File: src/hw/rtl/tsd_pkg.sv
// ----------------------------------------------------------------------------
// Targa stream decoder package
// Shared constants, codes and types of the Targa stream decoder.
// ----------------------------------------------------------------------------
package tsd_pkg;

    // Colour table size and its address width.
    localparam int COLOR_TABLE_DEPTH = 256;
    localparam int CT_AW             = $clog2(COLOR_TABLE_DEPTH);

    // Command queue between the front and the back.
    localparam int QUEUE_DEPTH = 4;
    localparam int Q_AW        = $clog2(QUEUE_DEPTH);
    localparam int Q_CW        = $clog2(QUEUE_DEPTH + 1);

    // Header layout.
    localparam logic [15:0] HDR_ID_LEN     = 16'd0;
    localparam logic [15:0] HDR_FILE_TYPE  = 16'd2;
    localparam logic [15:0] HDR_CMAP_LEN_L = 16'd5;
    localparam logic [15:0] HDR_CMAP_LEN_H = 16'd6;
    localparam logic [15:0] HDR_CMAP_BITS  = 16'd7;
    localparam logic [15:0] HDR_WIDTH_L    = 16'd12;
    localparam logic [15:0] HDR_WIDTH_H    = 16'd13;
    localparam logic [15:0] HDR_HEIGHT_L   = 16'd14;
    localparam logic [15:0] HDR_HEIGHT_H   = 16'd15;
    localparam logic [15:0] HDR_PIX_BITS   = 16'd16;
    localparam logic [15:0] HDR_DESCRIPTOR = 16'd17;
    localparam logic [16:0] HDR_LEN        = 17'd18;

    // File types.
    localparam logic [7:0] FT_CMAP     = 8'd1;
    localparam logic [7:0] FT_TRUE     = 8'd2;
    localparam logic [7:0] FT_GREY     = 8'd3;
    localparam logic [7:0] FT_RLE_CMAP = 8'd9;
    localparam logic [7:0] FT_RLE_TRUE = 8'd10;

    // Status codes.
    localparam logic [1:0] ST_OK          = 2'd0;
    localparam logic [1:0] ST_UNSUPPORTED = 2'd1;
    localparam logic [1:0] ST_BAD_CMAP    = 2'd2;
    localparam logic [1:0] ST_TRUNCATED   = 2'd3;

    typedef enum logic [2:0] {
        PH_HEADER,
        PH_ID,
        PH_CMAP,
        PH_PACKET,
        PH_PIXEL,
        PH_STOP
    } t_phase;

    // Image geometry, stable while pixels are decoded.
    typedef struct packed {
        logic [15:0] width;
        logic [15:0] height;
        logic        top_down;
    } t_geom;

    // One classified item for the back.
    typedef struct packed {
        logic [1:0]  status;
        logic        has;
        logic        done;
        logic [23:0] rgb;
        logic [7:0]  len;
    } t_cmd;

endpackage

File: src/hw/rtl/tsd_if.sv


interface tsd_run_if;
    logic        valid;
    logic        ready;
    logic [1:0]  status;
    logic        has_pixels;
    logic [7:0]  red;
    logic [7:0]  green;
    logic [7:0]  blue;
    logic [7:0]  run_length;
    logic [15:0] row;
    logic [15:0] column;
    logic        image_done;

    modport source (output valid, output status, output has_pixels, output red,
                    output green, output blue, output run_length, output row,
                    output column, output image_done, input ready);
    modport sink (input valid, input status, input has_pixels, input red,
                  input green, input blue, input run_length, input row,
                  input column, input image_done, output ready);
endinterface

File: src/hw/rtl/tsd_back.sv
// ----------------------------------------------------------------------------
// Targa stream decoder back
// Places runs in the image, flips rows and drives the output register.
// ----------------------------------------------------------------------------
module tsd_back (
    input  logic           i_clk,
    input  logic           i_rst_n,
    input  logic           i_head_valid,
    input  tsd_pkg::t_cmd  i_head,
    input  tsd_pkg::t_geom i_geom,
    output logic           o_pop,
    tsd_run_if.source      o_run
);

    logic        r_busy, n_busy;
    logic [7:0]  r_rem, n_rem;
    logic [15:0] r_row, n_row;
    logic [15:0] r_col, n_col;
    logic        r_out_valid;
    logic        out_free;
    logic        take;
    logic        step_en;
    logic [7:0]  cur_n;
    logic [16:0] space;

    assign out_free = !r_out_valid || o_run.ready;
    assign take     = i_head_valid && !r_busy && out_free;
    assign o_pop    = take;

    // Position walk: at most one row boundary per cycle.
    always_comb begin
        n_busy  = r_busy;
        n_rem   = r_rem;
        n_row   = r_row;
        n_col   = r_col;
        cur_n   = take ? i_head.len : r_rem;
        step_en = (take && i_head.has) || r_busy;
        space   = {1'b0, i_geom.width} - {1'b0, r_col};
        if (step_en) begin
            if ({9'd0, cur_n} < space) begin
                n_col  = r_col + {8'd0, cur_n};
                n_rem  = '0;
                n_busy = 1'b0;
            end else begin
                n_rem  = cur_n - space[7:0];
                n_col  = '0;
                n_row  = r_row + 16'd1;
                n_busy = (cur_n != space[7:0]);
            end
        end
    end

    always_ff @(posedge i_clk) begin
        if (!i_rst_n) begin
            r_busy      <= 1'b0;
            r_rem       <= '0;
            r_row       <= '0;
            r_col       <= '0;
            r_out_valid <= 1'b0;
        end else begin
            r_busy <= n_busy;
            r_rem  <= n_rem;
            r_row  <= n_row;
            r_col  <= n_col;
            if (take) begin
                r_out_valid <= 1'b1;
            end else if (o_run.ready) begin
                r_out_valid <= 1'b0;
            end
        end
    end

    // Output register payload.
    always_ff @(posedge i_clk) begin
        if (take) begin
            o_run.status     <= i_head.status;
            o_run.has_pixels <= i_head.has;
            o_run.red        <= i_head.rgb[23:16];
            o_run.green      <= i_head.rgb[15:8];
            o_run.blue       <= i_head.rgb[7:0];
            o_run.run_length <= i_head.len;
            o_run.image_done <= i_head.done;
            if (i_head.has) begin
                o_run.row    <= i_geom.top_down ? r_row : i_geom.height - 16'd1 - r_row;
                o_run.column <= r_col;
            end else begin
                o_run.row    <= '0;
                o_run.column <= '0;
            end
        end
    end

    assign o_run.valid = r_out_valid;

`ifndef SYNTHESIS
    a_busy_has_rem: assert property (@(posedge i_clk) disable iff (!i_rst_n)
        r_busy |-> r_rem != 8'd0)
        else $error("run walk busy with nothing left");

    a_busy_from_take: assert property (@(posedge i_clk) disable iff (!i_rst_n)
        $rose(r_busy) |-> $past(take))
        else $error("run walk started without a new item");

    a_run_nonzero: assert property (@(posedge i_clk) disable iff (!i_rst_n)
        (r_out_valid && o_run.has_pixels) |-> o_run.run_length != 8'd0)
        else $error("empty pixel run presented");

    a_no_pixels_zero: assert property (@(posedge i_clk) disable iff (!i_rst_n)
        (r_out_valid && !o_run.has_pixels) |-> (o_run.row == 16'd0 && o_run.column == 16'd0))
        else $error("position shown on an item without pixels");
`endif

endmodule

File: src/flat_wrapper.sv
// flat-port wrapper written by rule: the top's interface ports become plain ports
module tsd_back_flat 
  (i_clk, i_rst_n, i_head_valid, i_head, i_geom, o_pop, o_run_valid, o_run_status, o_run_has_pixels, o_run_red, o_run_green, o_run_blue, o_run_run_length, o_run_row, o_run_column, o_run_image_done, o_run_ready);
  tsd_run_if o_run_i ();
  input  logic i_clk;
  input  logic i_rst_n;
  input  logic i_head_valid;
  input  tsd_pkg::t_cmd i_head;
  input  tsd_pkg::t_geom i_geom;
  output logic o_pop;
  output wire logic [$bits(o_run_i.valid)-1:0] o_run_valid;
  output wire logic [$bits(o_run_i.status)-1:0] o_run_status;
  output wire logic [$bits(o_run_i.has_pixels)-1:0] o_run_has_pixels;
  output wire logic [$bits(o_run_i.red)-1:0] o_run_red;
  output wire logic [$bits(o_run_i.green)-1:0] o_run_green;
  output wire logic [$bits(o_run_i.blue)-1:0] o_run_blue;
  output wire logic [$bits(o_run_i.run_length)-1:0] o_run_run_length;
  output wire logic [$bits(o_run_i.row)-1:0] o_run_row;
  output wire logic [$bits(o_run_i.column)-1:0] o_run_column;
  output wire logic [$bits(o_run_i.image_done)-1:0] o_run_image_done;
  input wire logic [$bits(o_run_i.ready)-1:0] o_run_ready;
  assign o_run_valid = o_run_i.valid;
  assign o_run_status = o_run_i.status;
  assign o_run_has_pixels = o_run_i.has_pixels;
  assign o_run_red = o_run_i.red;
  assign o_run_green = o_run_i.green;
  assign o_run_blue = o_run_i.blue;
  assign o_run_run_length = o_run_i.run_length;
  assign o_run_row = o_run_i.row;
  assign o_run_column = o_run_i.column;
  assign o_run_image_done = o_run_i.image_done;
  assign o_run_i.ready = o_run_ready;
  tsd_back u_core (.i_clk(i_clk), .i_rst_n(i_rst_n), .i_head_valid(i_head_valid), .i_head(i_head), .i_geom(i_geom), .o_pop(o_pop), .o_run(o_run_i));
endmodule
File: config.mk
export PLATFORM = sky130hd
export DESIGN_NAME = tsd_back_flat
export DESIGN_NICKNAME = d
export VERILOG_FILES = /design/src/hw/rtl/tsd_pkg.sv /design/src/hw/rtl/tsd_if.sv /design/src/hw/rtl/tsd_back.sv /design/src/flat_wrapper.sv
export SDC_FILE = /design/constraint.sdc
export NUM_CORES = 1
export LEC_CHECK = 0
export BUFFER_PORTS_ARGS = -buffer_cell sky130_fd_sc_hd__buf_4
export CORE_MARGIN = 4
export CORE_UTILIZATION = 60
export DETAILED_ROUTE_END_ITERATION = 8
export GPL_TIMING_DRIVEN = 1
export PLACE_DENSITY = 0.87
export SETUP_SLACK_MARGIN = 0.5
export SLEW_MARGIN = 5
export SYNTH_ARGS = -nofsm -noshare
export SYNTH_HDL_FRONTEND = slang
export SYNTH_SLANG_ARGS = --single-unit
File: constraint.sdc
create_clock -name i_clk -period 7.9 [get_ports i_clk]
set_input_delay 0.395 -clock i_clk [delete_from_list [all_inputs] [get_ports i_clk]]
set_output_delay 0.395 -clock i_clk [all_outputs]
set_load 0.02 [all_outputs]
; Yosys cells after proc, flatten, opt, wreduce, memory -nomap -nowiden
; Cells that the tools add are included.
[totals]
output_inout_bits = 70
register_bits = 110
[classes]
n_addsub = 6
n_eq_ne = 1
n_lt_le_gt_ge = 1
mux = 7
bitwise = 1
n_reduce_logical = 9
[ops]
columns = cell, count
row1 = $mux W16, 2
row2 = $lt A8 B17 Y1, 1
row3 = $sub A16 B16 Y17, 1
row4 = $add A16 B1 Y16 const B, 1
row5 = $add A16 B8 Y16, 1
row6 = $mux W8, 2
row7 = $sub A16 B1 Y16 const B, 1
row8 = $sub A16 B16 Y16, 1
row9 = $ne A8 B8 Y1, 1
row10 = $sub A8 B8 Y8, 1
row11 = $logic_and A1 B1 Y1, 3
row12 = $mux W1, 3
row13 = $logic_not A1 Y1, 2
row14 = $logic_or A1 B1 Y1, 2
row15 = $reduce_and A2 Y1, 1
row16 = $reduce_bool A2 Y1, 1
row17 = $not A1 Y1, 1

; Depth between registers and ports, before layout
[depth]
ltp_word = 7
ltp_mapped = 17

; Worst setup path before layout
; Ideal clock, no wire load.
[synth_path]
kind = input-to-reg
start = in o_run_ready
end = reg u_core.r_row[7]
required_time_ps = 7769
stages = 15
arrival_time_ps = 5474
n_path_buf = 3
slack_ps = 2295
setup_time_ps = 131
path_cell_list = nand2b_1 > nor2b_1 > clkbuf_1 > mux2_2 > ha_1 > nor2b_1 > o31ai_1 > a21oi_1 > or3_1 > a21oi_1 > or4b_1 > buf_6 > buf_6 > o311ai_2 > o41ai_2
[synth_between]
elab_chain_len = 6
[synth_lines]
columns = element, line_no
row1 = from (decl), flat_wrapper.sv:21  ; input wire logic [$bits(o_run_i.ready)-1:0] o_run_ready;
row2 = $logic_or A1 B1 Y1 *, tsd_back.sv:26  ; assign out_free = !r_out_valid || o_run.ready;
row3 = $logic_and A1 B1 Y1 *, tsd_back.sv:27  ; assign take = i_head_valid && !r_busy && out_free;
row4 = named net o_pop, flat_wrapper.sv:10  ; output logic o_pop;
row5 = $mux W8, tsd_back.sv:36  ; cur_n = take ? i_head.len : r_rem;
row6 = $lt A8 B17 Y1, tsd_back.sv:40  ; if ({9'd0, cur_n} < space) begin
row7 = $not A1 Y1 (no line), --
row8 = $reduce_and A2 Y1 (no line) *, --
row9 = to (signal assigned), tsd_back.sv:63  ; r_row <= n_row;
row10 = to (decl), tsd_back.sv:17  ; logic [15:0] r_row, n_row;
; Mark *: on every way through the listed nets, which the timed path passes. The rest lies on a longest branch.
; A chain may end at the register's enable or synchronous reset.

; Worst setup path after layout
[layout_path]
start = reg u_core.r_busy
end = reg u_core.r_col[13]
[layout_between]
elab_chain_len = 6
[layout_lines]
columns = element, line_no
row1 = from (decl), tsd_back.sv:15  ; logic r_busy, n_busy;
row2 = from (signal assigned), tsd_back.sv:61  ; r_busy <= n_busy;
row3 = $logic_not A1 Y1, tsd_back.sv:27
row4 = $logic_and A1 B1 Y1 (2 in series), tsd_back.sv:27
row5 = $mux W8, tsd_back.sv:36
row6 = $add A16 B8 Y16 or $lt A8 B17 Y1 (tied branches), "tsd_back.sv:41, tsd_back.sv:40"
row7 = $mux W16, tsd_back.sv:40
row8 = to (signal assigned), tsd_back.sv:64  ; r_col <= n_col;
row9 = to (decl), tsd_back.sv:18  ; logic [15:0] r_col, n_col;
; Several ways; a longest one is shown, not always the timed one.

==> flow_summary.ini <==
[synthesis]
syn_nets = 812
syn_area_um2 = 6680
synth_top_area_share_pct = 30.6
synthArstFlopShare_pct = 0
ys_ff_latch = 110
synth_warnings = 0
ys.flop_type = edfxtp_1
netlist-cell-type-count = 68
seq_area_frac_synth_pct = 43.1
synth_area_leaders = edfxtp_1 31%, dfxtp_1 13%, ha_1 9.0%
yosys.area.top_type = edfxtp_1
synth_edf_count = 68
syn_avg_cell_area_um2 = 9.73
synthCells = 687

[floorplanning]
die_h_um = 114
die_w_um = 114
io_pins = 143
row_count = 38
dieArea_um2 = 12900
start_util_pct = 61.4
core_um2 = 10900

[global_route]
grt_max_degree = 47
antenna_found_initial = 0
grt_pass1_vias = 5867
grt_pass1_wl_um = 27700
grtUsageTotal_pct = 26.4
gr-total-overflow = 0

[layout]
drive_above_1_share_pct = 22.1
num_antenna_cells = 0
nets = 940
syn_to_final_growth_pct = 20.6

[timing]
worst_slew_margin_rel_pct = 15.8
setup_violations = 0
fin_skew_ns = 0.00507
rsz0062_at_grt = no
timing.final.crit_period_ns = 5.19
tightest_slew_ns = 1.26
fmax_ghz = 0.193
timing.hold.ws_ns = 0.191
period_share_pct = 65.7
hold_viol_final = 0
fin_setup_tns_ns = 0
report.final.slew_viol_count = 0

[run_status]
status = completed

[critical_path]
crit_start = u_core.r_busy
r2r-end = u_core.r_col[13]
cp_cell_sequence = nand2b_1 > nor2b_4 > buf_4 > mux2_2 > ha_1 > o21ai_0 > a21oi_1 > or3_1 > a21oi_1 > or4b_1 > o21ai_2 > nor2_1
critPathBufInv = 1
cpMaxStageDelayCell = or4b_1
slowest_delay_ns = 0.93
crit_end = u_core.r_col[13]
cp_max_fo = 46
crit_type = reg2reg
endpoint_kind = flop
critPathTopFamily = simple AND/OR/NAND/NOR gates
cp.depth = 12
required_ns = 8.13
worstSetupStartpointType = flop
crit_path_frequent_cell = a21oi_1
r2r_setup_slack_ns = 2.71
worstPathArrival_ns = 5.42
reg2reg_depth = 12
reg2reg_from = u_core.r_busy

[cts]
hold_buffers = 0
numCtsBuffers = 9
cts_resized = 0
htree_levels = 3
clock_sinks = 110
clk_latency_ns = 0.37
clk_pin_slew_ns = 0.10
cts_setup_buffers = 0
cts-root-buf = clkbuf_8
cts_buffer_depth = 2
cts_tree = yes

[placement]
place_congestion = 0.989
hpwl_um = 12700
port_buffers = 142

[route]
num_vias = 5887
drtIter0Drc = 619
wl_per_cell_um = 17.8
routed_wl_um = 17100
dr.pass1.iters = 5
drc = 0
ant_nets = 0
viasPerCell = 6.13

[power_and_ir_drop]
ir_drop_v = 0.000112
power.density_nw_per_um2 = 164
p_leak_nw = 3.29

[hold_path]
hold_class = in2reg

[job]
maxCapViolCount = 0
metal layers:
metal,GRT usage (%),vias to the layer above,part of all wire (%)
met5,0,-,0
met4,10.1,0,2.9
met3,4.99,51,7.8
met2,47.0,293,51
met1,31.5,2757,38
li1,-,2786,-
cell usage in the layout, fill, tap and decap left out, types with 18 or more instances in the layout:
cell and instances:
dfxtp_1 42, nand2_1 60, nand3_1 30, nor2_1 39, and2_1 29, ha_1 48
a21oi_1 36, o21ai_0 39, edfxtp_1 68, buf_4 144, xnor2_1 18, inv_1 51
Yosys cell counts, drive strengths merged (10+ instances only):
library cell / number
edfxtp: 68
nand2: 60
inv: 51
ha: 48
dfxtp: 42
o21ai: 40
nor2: 39
a21oi: 38
nand3: 30
and2: 29
clkbuf: 18
xnor2: 18
nor2b: 16
a21o: 15
o41ai: 12
o311ai: 11
mux2i: 10
nor3: 10
xor2: 10
power breakdown:
part	internal, mW	switching [mW]	leakage, nW	total (mW)
logic	0.124	0.162	2.16	0.286
registers	0.635	0.00843	1.01	0.643
clock network	0.208	0.186	0.113	0.394
worst min path at each step:
| stage | startpoint | end | slack, ns | cells past startpoint |
|---|---|---|---|---|
| global route | i_head[18] | u_core.o_run.green[2] | 0.16 | 1 |
| global placement | u_core.r_rem[2] | u_core.r_rem[2] | 0.45 | 2 |
| CTS | i_head[19] | u_core.o_run.green[3] | 0.18 | 1 |
| finish | i_head[34] | u_core.o_run.status[0] | 0.19 | 1 |
| detailed placement | u_core.r_rem[4] | u_core.r_rem[4] | 0.47 | 2 |
| floorplan | u_core.r_rem[0] | u_core.r_rem[0] | 0.44 | 2 |
layout make-up:
| class | instances | area, um^2 |
|---|---|---|
| Clock inverter | 7 | 113 |
| Fill cell | 778 | 2830 |
| Timing Repair Buffer | 144 | 1080 |
| Clock buffer | 9 | 124 |
| Sequential cell | 110 | 2880 |
| Inverter | 51 | 191 |
| Tap cell | 140 | 175 |
| Multi-Input combinational cell | 499 | 3490 |
per-stage QoR:
step	power (mW)	area, um^2	worst slack [ns]	utilization, %	instances
after floorplan	0.840	6680	2.30	-	687
after global placement	0.924	7820	2.86	71.8	944
after detailed placement	0.938	7820	2.64	71.8	944
after CTS	1.33	8060	2.81	74.0	960
after global routing	1.38	8060	2.42	74.0	960
final	1.32	8060	2.71	74.0	960
sequential cells by signal (all words and copies together), names as in the netlist, 2 cells and up:
signal                   cells
u_core.o_run.column         16
u_core.o_run.row            16
u_core.r_col                16
u_core.r_row                16
u_core.o_run.blue            8
u_core.o_run.green           8
u_core.o_run.red             8
u_core.o_run.run_length      8
u_core.r_rem                 8
u_core.o_run.status          2
cells by family (layout without fill, tap and decap cells):
logic type	count (synthesis)	after routing	share of synthesized area (%)
AO/OA/AOI/OAI	169	169	17.2
XOR/XNOR	28	28	3.67
adder cells (fa/ha/maj)	52	52	10.2
buffers and inverters	78	211	4.83
flip-flops	110	110	43.1
multiplexers	19	19	3.02
AND/OR/NAND/NOR	231	231	17.9
Note: power is estimated with default switching activity, not from simulation.
