<file path="config.mk">
export PLATFORM = sky130hd
export DESIGN_NAME = tsd_queue
export DESIGN_NICKNAME = d
export VERILOG_FILES = /design/src/hw/rtl/tsd_pkg.sv /design/src/hw/rtl/tsd_queue.sv
export SDC_FILE = /design/constraint.sdc
export NUM_CORES = 1
export LEC_CHECK = 0
export ABC_AREA = 1
export BUFFER_PORTS_ARGS = -buffer_cell sky130_fd_sc_hd__buf_2
export CELL_PAD_IN_SITES_DETAIL_PLACEMENT = 0
export CELL_PAD_IN_SITES_GLOBAL_PLACEMENT = 1
export CORE_ASPECT_RATIO = 1.75
export CORE_MARGIN = 5
export CORE_UTILIZATION = 42
export DETAILED_ROUTE_END_ITERATION = 8
export MAX_ROUTING_LAYER = met4
export PLACE_DENSITY = 0.72
export SETUP_SLACK_MARGIN = 0.15
export SKIP_LAST_GASP = 1
export SYNTH_ARGS = -nofsm -noshare
export SYNTH_HDL_FRONTEND = slang
export SYNTH_SLANG_ARGS = --single-unit
export TNS_END_PERCENT = 30
</file>
<file path="constraint.sdc">
create_clock -name i_clk -period 1.7 [get_ports i_clk]
set_input_delay 0.255 -clock i_clk [delete_from_list [all_inputs] [get_ports i_clk]]
set_output_delay 0.255 -clock i_clk [all_outputs]
set_load 0.01 [all_outputs]
</file>
<file path="src/hw/rtl/tsd_pkg.sv">
// ----------------------------------------------------------------------------
// Targa stream decoder package
// Shared constants, codes and types of the Targa stream decoder.
// ----------------------------------------------------------------------------
package tsd_pkg;

    // Colour table size and its address width.
    localparam int COLOR_TABLE_DEPTH = 256;
    localparam int CT_AW             = $clog2(COLOR_TABLE_DEPTH);

    // Command queue between the front and the back.
    localparam int QUEUE_DEPTH = 4;
    localparam int Q_AW        = $clog2(QUEUE_DEPTH);
    localparam int Q_CW        = $clog2(QUEUE_DEPTH + 1);

    // Header layout.
    localparam logic [15:0] HDR_ID_LEN     = 16'd0;
    localparam logic [15:0] HDR_FILE_TYPE  = 16'd2;
    localparam logic [15:0] HDR_CMAP_LEN_L = 16'd5;
    localparam logic [15:0] HDR_CMAP_LEN_H = 16'd6;
    localparam logic [15:0] HDR_CMAP_BITS  = 16'd7;
    localparam logic [15:0] HDR_WIDTH_L    = 16'd12;
    localparam logic [15:0] HDR_WIDTH_H    = 16'd13;
    localparam logic [15:0] HDR_HEIGHT_L   = 16'd14;
    localparam logic [15:0] HDR_HEIGHT_H   = 16'd15;
    localparam logic [15:0] HDR_PIX_BITS   = 16'd16;
    localparam logic [15:0] HDR_DESCRIPTOR = 16'd17;
    localparam logic [16:0] HDR_LEN        = 17'd18;

    // File types.
    localparam logic [7:0] FT_CMAP     = 8'd1;
    localparam logic [7:0] FT_TRUE     = 8'd2;
    localparam logic [7:0] FT_GREY     = 8'd3;
    localparam logic [7:0] FT_RLE_CMAP = 8'd9;
    localparam logic [7:0] FT_RLE_TRUE = 8'd10;

    // Status codes.
    localparam logic [1:0] ST_OK          = 2'd0;
    localparam logic [1:0] ST_UNSUPPORTED = 2'd1;
    localparam logic [1:0] ST_BAD_CMAP    = 2'd2;
    localparam logic [1:0] ST_TRUNCATED   = 2'd3;

    typedef enum logic [2:0] {
        PH_HEADER,
        PH_ID,
        PH_CMAP,
        PH_PACKET,
        PH_PIXEL,
        PH_STOP
    } t_phase;

    // Image geometry, stable while pixels are decoded.
    typedef struct packed {
        logic [15:0] width;
        logic [15:0] height;
        logic        top_down;
    } t_geom;

    // One classified item for the back.
    typedef struct packed {
        logic [1:0]  status;
        logic        has;
        logic        done;
        logic [23:0] rgb;
        logic [7:0]  len;
    } t_cmd;

endpackage

</file>
<file path="src/hw/rtl/tsd_queue.sv">
// ----------------------------------------------------------------------------
// Targa stream decoder queue
// Short FIFO of classified items between the front and the back.
// ----------------------------------------------------------------------------
module tsd_queue (
    input  logic                     i_clk,
    input  logic                     i_rst_n,
    input  logic                     i_push,
    input  tsd_pkg::t_cmd            i_push_data,
    input  logic                     i_pop,
    output logic                     o_head_valid,
    output tsd_pkg::t_cmd            o_head,
    output logic [tsd_pkg::Q_CW-1:0] o_level
);

    tsd_pkg::t_cmd             r_slot [tsd_pkg::QUEUE_DEPTH];
    logic [tsd_pkg::Q_AW-1:0]  r_wptr, n_wptr;
    logic [tsd_pkg::Q_AW-1:0]  r_rptr, n_rptr;
    logic [tsd_pkg::Q_CW-1:0]  r_count, n_count;
    logic                      pop_en;

    assign pop_en = i_pop && (r_count != '0);

    // Pointer and fill count update.
    always_comb begin
        n_wptr  = i_push ? r_wptr + 1'b1 : r_wptr;
        n_rptr  = pop_en ? r_rptr + 1'b1 : r_rptr;
        n_count = r_count + tsd_pkg::Q_CW'(i_push) - tsd_pkg::Q_CW'(pop_en);
    end

    always_ff @(posedge i_clk) begin
        if (!i_rst_n) begin
            r_wptr  <= '0;
            r_rptr  <= '0;
            r_count <= '0;
        end else begin
            r_wptr  <= n_wptr;
            r_rptr  <= n_rptr;
            r_count <= n_count;
        end
    end

    // Slot storage.
    always_ff @(posedge i_clk) begin
        if (i_push) begin
            r_slot[r_wptr] <= i_push_data;
        end
    end

    assign o_head_valid = r_count != '0;
    assign o_head       = r_slot[r_rptr];
    assign o_level      = r_count;

endmodule

</file>
# Word level (Yosys, flattened, before mapping)

Memories as Yosys holds them, arrays and structs flattened. A register that Yosys moved wholly into a read port is not among the register bits.
Cells that the tools add are included.

Add/sub/neg operators: 4
Multiply operators: 0
Div/mod/pow operators: 0
Order comparisons: 0
Equal/unequal tests: 0
Shifts and indexed selects: 0
Muxes and demuxes: 4
Bitwise operators: 0
Reductions and logical operators: 2

Operators with widths:

| kind                  | count |
|---|---|
| $add A2 B1 Y2 const B | 2 |
| $mux W2               | 2 |
| $add A3 B1 Y3         | 1 |
| $reduce_bool A3 Y1    | 1 |
| $sub A3 B1 Y3         | 1 |
| $mux W1               | 2 |
| $logic_and A1 B1 Y1   | 1 |

Register bits after elaboration: 7
Bits in latches: 0
Memory bits (writable): 144
Memory bits (read-only): 0
Input port bits: 40
Output and inout bits: 40
Word-level logic and storage cells: 14
Memories kept: 1

Memory list:

| memory | words | bits a word | read ports | clocked after Yosys merged registers in | write ports | line            | text |
|---|---|---|---|---|---|---|---|
| r_slot | 4     | 36          | 1          | 1                                       | 1           | tsd_queue.sv:16 | `tsd_pkg::t_cmd r_slot [tsd_pkg::QUEUE_DEPTH];` |

# Depth between registers and ports, before layout

Gate-level depths: netlist of run 1.

Depth after elaboration: 4
Depth in mapped cells: 9
Depth with buffers taken out: 9

# Least setup slack after synthesis of run 1

Ideal clock, no wire load.

Path type: reg2reg
From: register r_wptr[0] in the netlist's numbering
To: memory r_slot[2][0] in the netlist's numbering (enable)
Setup time: 0.391 ns
Arrival time: 1.298 ns
Required time: 1.309 ns
Path slack: 0.011 ns
Cell stages (with the launch flop): 5
Path buffers: 0
Period minus slack after synthesis: 1.689 ns
Cells stage by stage: dfxtp_1 inv_1 ha_1 nand2_1 inv_1

RTL lines:

| item                     | line            | text |
|---|---|---|
| start: declaration       | tsd_queue.sv:17 | `logic [tsd_pkg::Q_AW-1:0] r_wptr, n_wptr;` |
| start signal: assignment | tsd_queue.sv:37 | `r_wptr <= n_wptr;` |
| end: declaration         | tsd_queue.sv:16 |  |

Straight into the memory's write port.

==> out/qor.yml, run 1 <==
worstSetupPathType: "flop to primary output"
core_sq_mm: 0.0138
setup_viol_count_final: 36
critPathMaxFanout: 8
min_from: "i_push_data[2]"
hold_class: "input port to flop"
numCtsBuffers: 17
cts_sinks: 153
viasPerCell: 5.17
cp.arrival_ps: 1590
cts_tree: "built"
place_congestion: 0.742
grt_pass1_wl_um: 19800
cpMaxStageDelayCell: "dfxtp_4"
vdd_drop_max_v: 0.000880
cts.reportedPaths.clkPinSlew_ps: 60
drt_pass1_iterations: 4
slew_headroom_pct: 71.8
max_stage_delay_ps: 400
rrSetupSlack_ps: 20
crit_path_start_kind: "flop"
fin_skew_ps: 6.23
drc: 0
rsz0062_at_grt: "yes"
r2r-end: "o_level[1]"
syn_avg_cell_area_sq_um: 14.3
route.antenna.remaining_nets: 0
min_to: "r_slot[3][2]"
r2r_cells: 8
die_area_sq_mm: 0.0164
r2r-start: "o_level[2]"
syn-num-nets: 455
design_area_sq_mm: 0.00775
yosysWarningCount: 0
die_x_um: 99.0
p_leak_uw: 0.00283
track_usage_pct: 16.1
clkLatencyLatePin_ps: 400
crit_chain: "buf_12 -> buf_8 -> o21ai_1 -> o22ai_1 -> buf_2"
synthToLayoutAreaGrowth_pct: 33.1
p_int_uw: 8240
switching_share_pct: 27.5
fmax_mhz: 541
portBuffers: 79
ios: 80
drv_slew: 0
num_rows: 57
antenna_found_initial: 0
power.density_mw_per_mm2: 1470
power_uw: 11400
cp-end-kind: "primary output"
wire_per_inst_um: 18.6
drt_wl_total_um: 13200
num_antenna_cells: 0
report.final.hold_viol_count: 0
drt-initial-drc-count: 226
synth_cell_type_count: 18
synth_seq_cells: 153
combPwrFrac_pct: 27.9
overflow: 0
fin_ws_ps: -147
chipHeight_um: 166
clkPwrFrac_pct: 33.0
critPathTopFamily: "buffers and inverters"
netlist_area_sq_mm: 0.00582
violations: "negative setup slack"
max_slew.worst_pin.slew_ps: 423
final_common_cell: "edfxtp_1"
outcome: "finished, violations left"
power_frac_seq_pct: 39.2
netlist_instances: 408
cts-root-buf: "clkbuf_16"
drive_above_1_share_pct: 36.5
post-route-period-util_pct: 109
yosysSeqAreaShare_pct: 77.4
p_sw_uw: 3120
hold_depth: 1
initial_core_util_pct: 42.3
fin_crit_ps: 1850
cp_num_buf_inv: 3
via_count: 3675
cts_max_level: 4
grt_start_max_net_pins: 28
dp_hpwl_um: 7760
placed_cell_area_sq_mm: 0.00655
clockBufferDepth: 2
worstPathRequired_ps: 1440
drv_cap: 0
grt_pass1_vias: 3819
layout.nets: 569
layout_common_cells: "edfxtp_1 (144), buf_2 (79), nor2_1 (71)"
power by group through the flow:
stage | Clock [uW] | Combinational, uW | Sequential [uW]
2_1_floorplan | 0 | 1430 | 4500
3_3_place_gp | 0 | 2210 | 4500
3_5_place_dp | 0 | 2260 | 4510
4_1_cts | 3810 | 2590 | 4470
5_1_grt | 3980 | 3430 | 4470
6_report | 3750 | 3170 | 4450
through the flow:
stage               util (%)  TNS [ps]  setup slack [ps]  instances  hold WS (ps)
finish                  56.3     -3330              -147        711          66.7
global route            56.3     -5840              -197        711          49.6
CTS                     53.4     -2690              -116        702          50.5
detailed placement      47.6         0              21.9        663           473
global placement        47.6         0              33.4        663           464
floorplan                  -         0              85.1        408           348
synthesized netlist by cell type:
cell	n	area, sq um
edfxtp_1	144	4320
nand2_1	14	52.6
nand3_1	2	10.0
a21oi_1	5	25.0
a21boi_0	1	7.51
inv_1	15	56.3
fa_1	1	20.0
o21ai_0	16	80.1
buf_2	9	45.0
buf_6	8	90.1
buf_4	5	37.5
ha_1	6	75.1
nor2_1	77	289
o21ai_1	58	290
o22ai_1	36	225
dfxtp_1	9	180
inv_4	1	6.26
inv_6	1	8.76
sequential cells by signal, indices dropped and copies added, names as in the netlist, named ones only:
signal and count:
o_level 3, r_wptr 2, r_slot 144, r_rptr 2
per-layer routing:
layer	GRT usage, %	up-vias	part of all wire [%]
li1	-	1745	-
met1	17.5	1820	37
met2	28.6	96	57
met3	4.12	14	5.0
met4	4.88	0	1.3
met5	-	-	0
how the worst max path moves through the flow:
stage / startpoint / to / slack, ps / depth (start not counted)
after floorplan: o_level[2] / o_level[1] / 90 / 8
after global placement: o_level[2] / o_level[1] / 30 / 8
after detailed placement: o_level[2] / o_level[1] / 20 / 8
after CTS: flop / o_head[10] / -120 / 4
after global routing: flop / o_head[11] / -200 / 6
final: flop / o_head[35] / -150 / 5
final cells by class:
class	instances	area (sq um)
fillers	1082	6010
flip-flops and latches	153	4520
multi-input cells	216	1260
repair buffers	116	1040
clock buffers	20	437
well taps	177	221
clock inverters	11	154
inverters	17	110
repair inverters	1	16.3
kinds of logic (layout without fill, tap and decap cells):
group / after synthesis / after routing / synth area share, %
AOI/OAI and AO/OA: 116 / 116 / 10.8
and+or+nand+nor: 93 / 93 / 6.04
adders and majority gates: 7 / 7 / 1.63
buffers and inverters: 39 / 165 / 4.19
DFF: 153 / 153 / 77.4
what timing repair did:
item | 4_1_cts | 5_1_grt
hold buffers | 0 | 0
endpoints found under the setup margin | 38 | 65
gates cloned | 3 | 6
setup buffers | 5 | 3
pin swaps | 5 | 16
gates resized for setup | 25 | 52
(Power assumes the default switching activity.)
==> run 2: changes to the inputs <==
ABC_CLOCK_PERIOD_IN_PS = 1700   (was not set)
HOLD_SLACK_MARGIN = 0.15   (was not set)
==> run 2 against run 1 <==
  * Critical path depth unchanged
  * First-iteration DRC count increased by 20%
  * Hold slack improved by 170 ps
  * Routed wire length up 3.1%
  * Critical path type unchanged
  * Sequential power about the same
  * Largest cell class unchanged
  * The flow still finishes with violations (negative setup slack)
  * Sequential cell count is the same
==> out/qor.yml, run 2 (synthesis gave the netlist of run 1 again) <==
cts_tree: "built"
post-route-period-util_pct: 108
violations: "negative setup slack"
vdd_drop_max_v: 0.000882
grt_pass1_vias: 3935
worstPathRequired_ps: 1440
layout.nets: 608
slew_headroom_pct: 71.7
drt-initial-drc-count: 271
report.final.hold_viol_count: 0
setup_viol_count_final: 36
design_area_sq_mm: 0.00817
drv_slew: 0
max_stage_delay_ps: 400
viasPerCell: 5.11
p_leak_uw: 0.00300
cts.reportedPaths.clkPinSlew_ps: 60
clockBufferDepth: 2
synthToLayoutAreaGrowth_pct: 40.3
portBuffers: 79
num_rows: 57
largest_reg_flops: 144
power.density_mw_per_mm2: 1410
crit_path_start_kind: "flop"
grt_pass1_wl_um: 20100
cts-root-buf: "clkbuf_16"
track_usage_pct: 16.3
cts_sinks: 153
chipHeight_um: 166
hold_class: "input port to flop"
r2r-start: "o_level[2]"
holdWs_ps: 241
cts_max_level: 4
antenna_found_initial: 0
cpMaxStageDelayCell: "dfxtp_4"
r2r_cells: 8
power_uw: 11500
layout_common_cells: "edfxtp_1 (144), buf_2 (79), nor2_1 (72)"
max_slew.worst_pin.slew_ps: 424
ios: 80
instances_no_fill: 750
outcome: "finished, violations left"
placed_cell_area_sq_mm: 0.00655
route.antenna.remaining_nets: 0
cp.arrival_ps: 1590
dp_hpwl_um: 7760
overflow: 0
place_congestion: 0.742
initial_core_util_pct: 42.3
numCtsBuffers: 17
die_area_sq_mm: 0.0164
drive_above_1_share_pct: 34.6
wire_per_inst_um: 18.2
core_sq_mm: 0.0138
placedCellCount: 663
clkLatencyLatePin_ps: 400
worstSetupPathType: "flop to primary output"
grt_start_max_net_pins: 28
drt_pass1_iterations: 4
num_antenna_cells: 0
fin_skew_ps: 5.69
drc: 0
place_ws_ps: 21.9
rrSetupSlack_ps: 30
drt_wl_total_um: 13600
rsz0062_at_grt: "yes"
drv_cap: 0
largest_register: "r_slot"
cp-end-kind: "primary output"
die_x_um: 99.0
fin_ws_ps: -143
final_common_cell: "edfxtp_1"
crit_chain: "buf_12 -> buf_8 -> o21ai_1 -> o22ai_1 -> buf_2"
critPathMaxFanout: 8
fmax_mhz: 543
critPathCapture: "o_head[35]"
r2r-end: "o_level[1]"
via_count: 3836
fin_crit_ps: 1840
-- run 2: what timing repair did --
item                       4_1_cts  5_1_grt
cloned                           3        7
setup endpoints to repair       38       65
hold endpoints to repair       148        0
gates resized for setup         25       57
hold buffers                    38        0
pin swaps                        5       19
buffers inserted                 5        3
-- run 2: area by class of cell --
| class | instances | area [sq um] |
|---|---|---|
| inverter | 17 | 113 |
| timing repair inverter | 2 | 27.5 |
| fill | 1048 | 5590 |
| clock buffer | 20 | 437 |
| clock inverter | 11 | 154 |
| tap | 177 | 221 |
| multi-input combinational | 216 | 1280 |
| sequential | 153 | 4520 |
| timing repair buffer | 154 | 1420 |
-- run 2: worst max-delay path: cells and delay by family, from the launching register on --
family	cells	cell delay, ps
compound gates	2	300
flops	1	400
buf+inv	3	490
-- run 2: worst min-delay path by stage --
stage,from,end,slack [ps],cells past startpoint
after CTS,i_push,r_wptr[0],220,3
after floorplan,i_rst_n,o_level[1],350,2
after global routing,i_push,r_wptr[0],250,3
final,i_push,r_wptr[0],240,3
after detailed placement,i_push_data[14],r_slot[2][14],470,1
after global placement,i_push_data[1],r_slot[3][1],460,1
-- run 2: routing by layer --
| layer | up-vias | GRT usage (%) | wire [um] |
|---|---|---|---|
| li1 | 1817 | - | - |
| met1 | 1887 | 18.0 | 5160 |
| met2 | 109 | 29.1 | 7550 |
| met3 | 23 | 3.74 | 603 |
| met4 | 0 | 4.88 | 340 |
| met5 | - | - | 0 |
-- run 2: through the flow --
stage | util [%] | TNS (ps)
after floorplan | - | 0
after global placement | 47.6 | 0
after detailed placement | 47.6 | 0
after CTS | 56.2 | -2690
after global routing | 59.4 | -5700
final | 59.4 | -3350
-- run 2: power breakdown --
group	internal, uW	leakage, uW	switching, uW
Combinational	1540	0.00131	1750
Clock	2420	0.000286	1330
Sequential	4350	0.00140	100
==> run 3: changes to the inputs <==
--- a/config.mk
+++ b/config.mk
@@ -10,7 +10,7 @@
 export BUFFER_PORTS_ARGS = -buffer_cell sky130_fd_sc_hd__buf_2
-export CELL_PAD_IN_SITES_DETAIL_PLACEMENT = 0
-export CELL_PAD_IN_SITES_GLOBAL_PLACEMENT = 1
+export CELL_PAD_IN_SITES_DETAIL_PLACEMENT = 1
+export CELL_PAD_IN_SITES_GLOBAL_PLACEMENT = 2
 export CORE_ASPECT_RATIO = 1.75
 export CORE_MARGIN = 5
-export CORE_UTILIZATION = 42
+export CORE_UTILIZATION = 36
 export DETAILED_ROUTE_END_ITERATION = 8
==> constraint.sdc (replaced) <==
create_clock -name i_clk -period 1.7 [get_ports i_clk]
set_input_delay 0.085 -clock i_clk [delete_from_list [all_inputs] [get_ports i_clk]]
set_output_delay 0.085 -clock i_clk [all_outputs]
set_load 0.01 [all_outputs]
==> run 3 against run 2 <==
  * The flow finishes with violations (negative hold slack)
  * Highest routed layer unchanged
  * Count of clock-buffer cells in the layout is 1 lower
  * Combinational power down 15%
  * Final area fell by 4.1%
  * Die area grew 15%
  * Power is 4.4% lower
  * Largest power group unchanged
==> out/qor.yml, run 3 (synthesis gave the netlist of run 1 again) <==
cp-end-kind: "primary output"
die_x_um: 106
power.density_mw_per_mm2: 1400
via_count: 3829
track_usage_pct: 16.5
critPathMaxFanout: 28
power_uw: 11000
cts_max_level: 4
numCtsBuffers: 17
overflow: 0
fmax_mhz: 596
antenna_found_initial: 0
synthToLayoutAreaGrowth_pct: 34.5
p_leak_uw: 0.00284
layout_common_cells: "edfxtp_1 (144), buf_2 (79), nor2_1 (75)"
crit_chain: "buf_12 -> o21ai_1 -> o22ai_2 -> buf_2"
max_slew.worst_pin.slew_ps: 280
worstPathRequired_ps: 1620
drc: 0
cts_tree: "built"
hold_buffers: 42
place_congestion: 0.725
clkLatencyLatePin_ps: 420
final_common_cell: "edfxtp_1"
fin_crit_ps: 1680
drive_above_1_share_pct: 29.9
grt_pass1_wl_um: 22600
outcome: "finished, violations left"
layout.nets: 600
final_util_pct: 49.3
portBuffers: 79
place_ws_ps: 0.811
grt_pass1_vias: 4204
largest_register: "r_slot"
cts-root-buf: "clkbuf_16"
drt_wl_total_um: 15300
wire_per_inst_um: 20.2
ff_latch_area_sq_mm: 0.00452
cts_sinks: 153
dp_hpwl_um: 8560
drv_cap: 0
fin_ws_ps: 21.0
viasPerCell: 5.07
largest_reg_flops: 144
num_rows: 61
cpMaxStageDelayCell: "dfxtp_4"
slew_headroom_pct: 81.3
cp.arrival_ps: 1590
hold_class: "input port to flop"
holdWs_ps: -34.1
num_antenna_cells: 0
post-route-period-util_pct: 98.8
cts.reportedPaths.clkPinSlew_ps: 60
report.final.hold_viol_count: 3
crit_path_start_kind: "flop"
n_fill_cell: 1640
clockBufferDepth: 2
route.antenna.remaining_nets: 0
die_area_sq_mm: 0.0189
fin_skew_ps: 8.43
drt_pass1_iterations: 4
core_sq_mm: 0.0159
initial_core_util_pct: 36.7
worstSetupPathType: "flop to primary output"
drv_slew: 0
ios: 80
setup_viol_count_final: 0
max_stage_delay_ps: 420
multi_input_area_sq_mm: 0.00118
vdd_drop_max_v: 0.000720
drt-initial-drc-count: 197
grt_start_max_net_pins: 29
rsz0062_at_grt: "yes"
chipHeight_um: 178
violations: "negative hold slack"
## run 3: changes by cell type in the layout (fill, tap and decap cells not counted), moves of 4 or more
cell / change
o21ai_1: +8
nor2_2: -4
clkbuf_16: -4
buf_12: -5
o21ai_4: -5
dlygate4sd3_1: +4
o21ai_2: -11
o21ai_0: +8
## run 3: critical path, delay by kind of cell, from the launching register on
| kind | cells | cell delay (ps) |
|---|---|---|
| AOI/OAI and AO/OA | 2 | 370 |
| buffers and inverters | 2 | 370 |
| DFF | 1 | 420 |
## run 3: cell type report
type / instances / share of cell area [%]
Sequential cell: 153 / 57.7
Timing Repair Buffer: 146 / 15.3
Multi-Input combinational cell: 216 / 15.0
Clock buffer: 19 / 5.53
Tap cell: 189 / 3.02
Clock inverter: 13 / 1.95
Inverter: 17 / 1.20
Timing Repair inverter: 2 / 0.192
## run 3: layer usage
layer / wire [um] / global-route usage, %
met2: 8820 / 30.6
met1: 5730 / 16.8
met3: 468 / 3.84
met4: 229 / 6.16
met5: 0 / -
## run 3: path summary, 6_finish.rpt
check                  start         end  slack (ps)  cells past startpoint
setup reg to reg  o_level[2]  o_level[1]          20                      8
hold reg to reg    r_rptr[0]        flop         500                      2
setup / recovery        flop  o_head[11]          20                      4
hold / removal       i_rst_n  o_level[0]         -30                      3
## run 3: what timing repair did
| action | CTS | global route |
|---|---|---|
| cloned | 3 | 3 |
| hold endpoints to repair | 153 | 4 |
| setup buffers | 4 | 0 |
| pin swaps | 0 | 17 |
| resized for setup | 25 | 13 |
| setup endpoints to repair | 38 | 42 |
## run 3: metrics by stage
| stage | TNS, ps | std cells | area [sq um] |
|---|---|---|---|
| 6_report | 0 | 755 | 7830 |
| 4_1_cts | 0 | 752 | 7720 |
| 2_1_floorplan | 0 | 408 | 5860 |
| 3_5_place_dp | 0 | 671 | 6520 |
| 3_3_place_gp | 0 | 671 | 6520 |
| 5_1_grt | -189 | 755 | 7830 |
## run 3: report_power, final
| group | internal, uW | switching, uW | leakage, uW | total, uW |
|---|---|---|---|---|
| sequential | 4350 | 115 | 0.00140 | 4470 |
| combinational | 1170 | 1650 | 0.00116 | 2810 |
| clock | 2290 | 1400 | 0.000280 | 3700 |
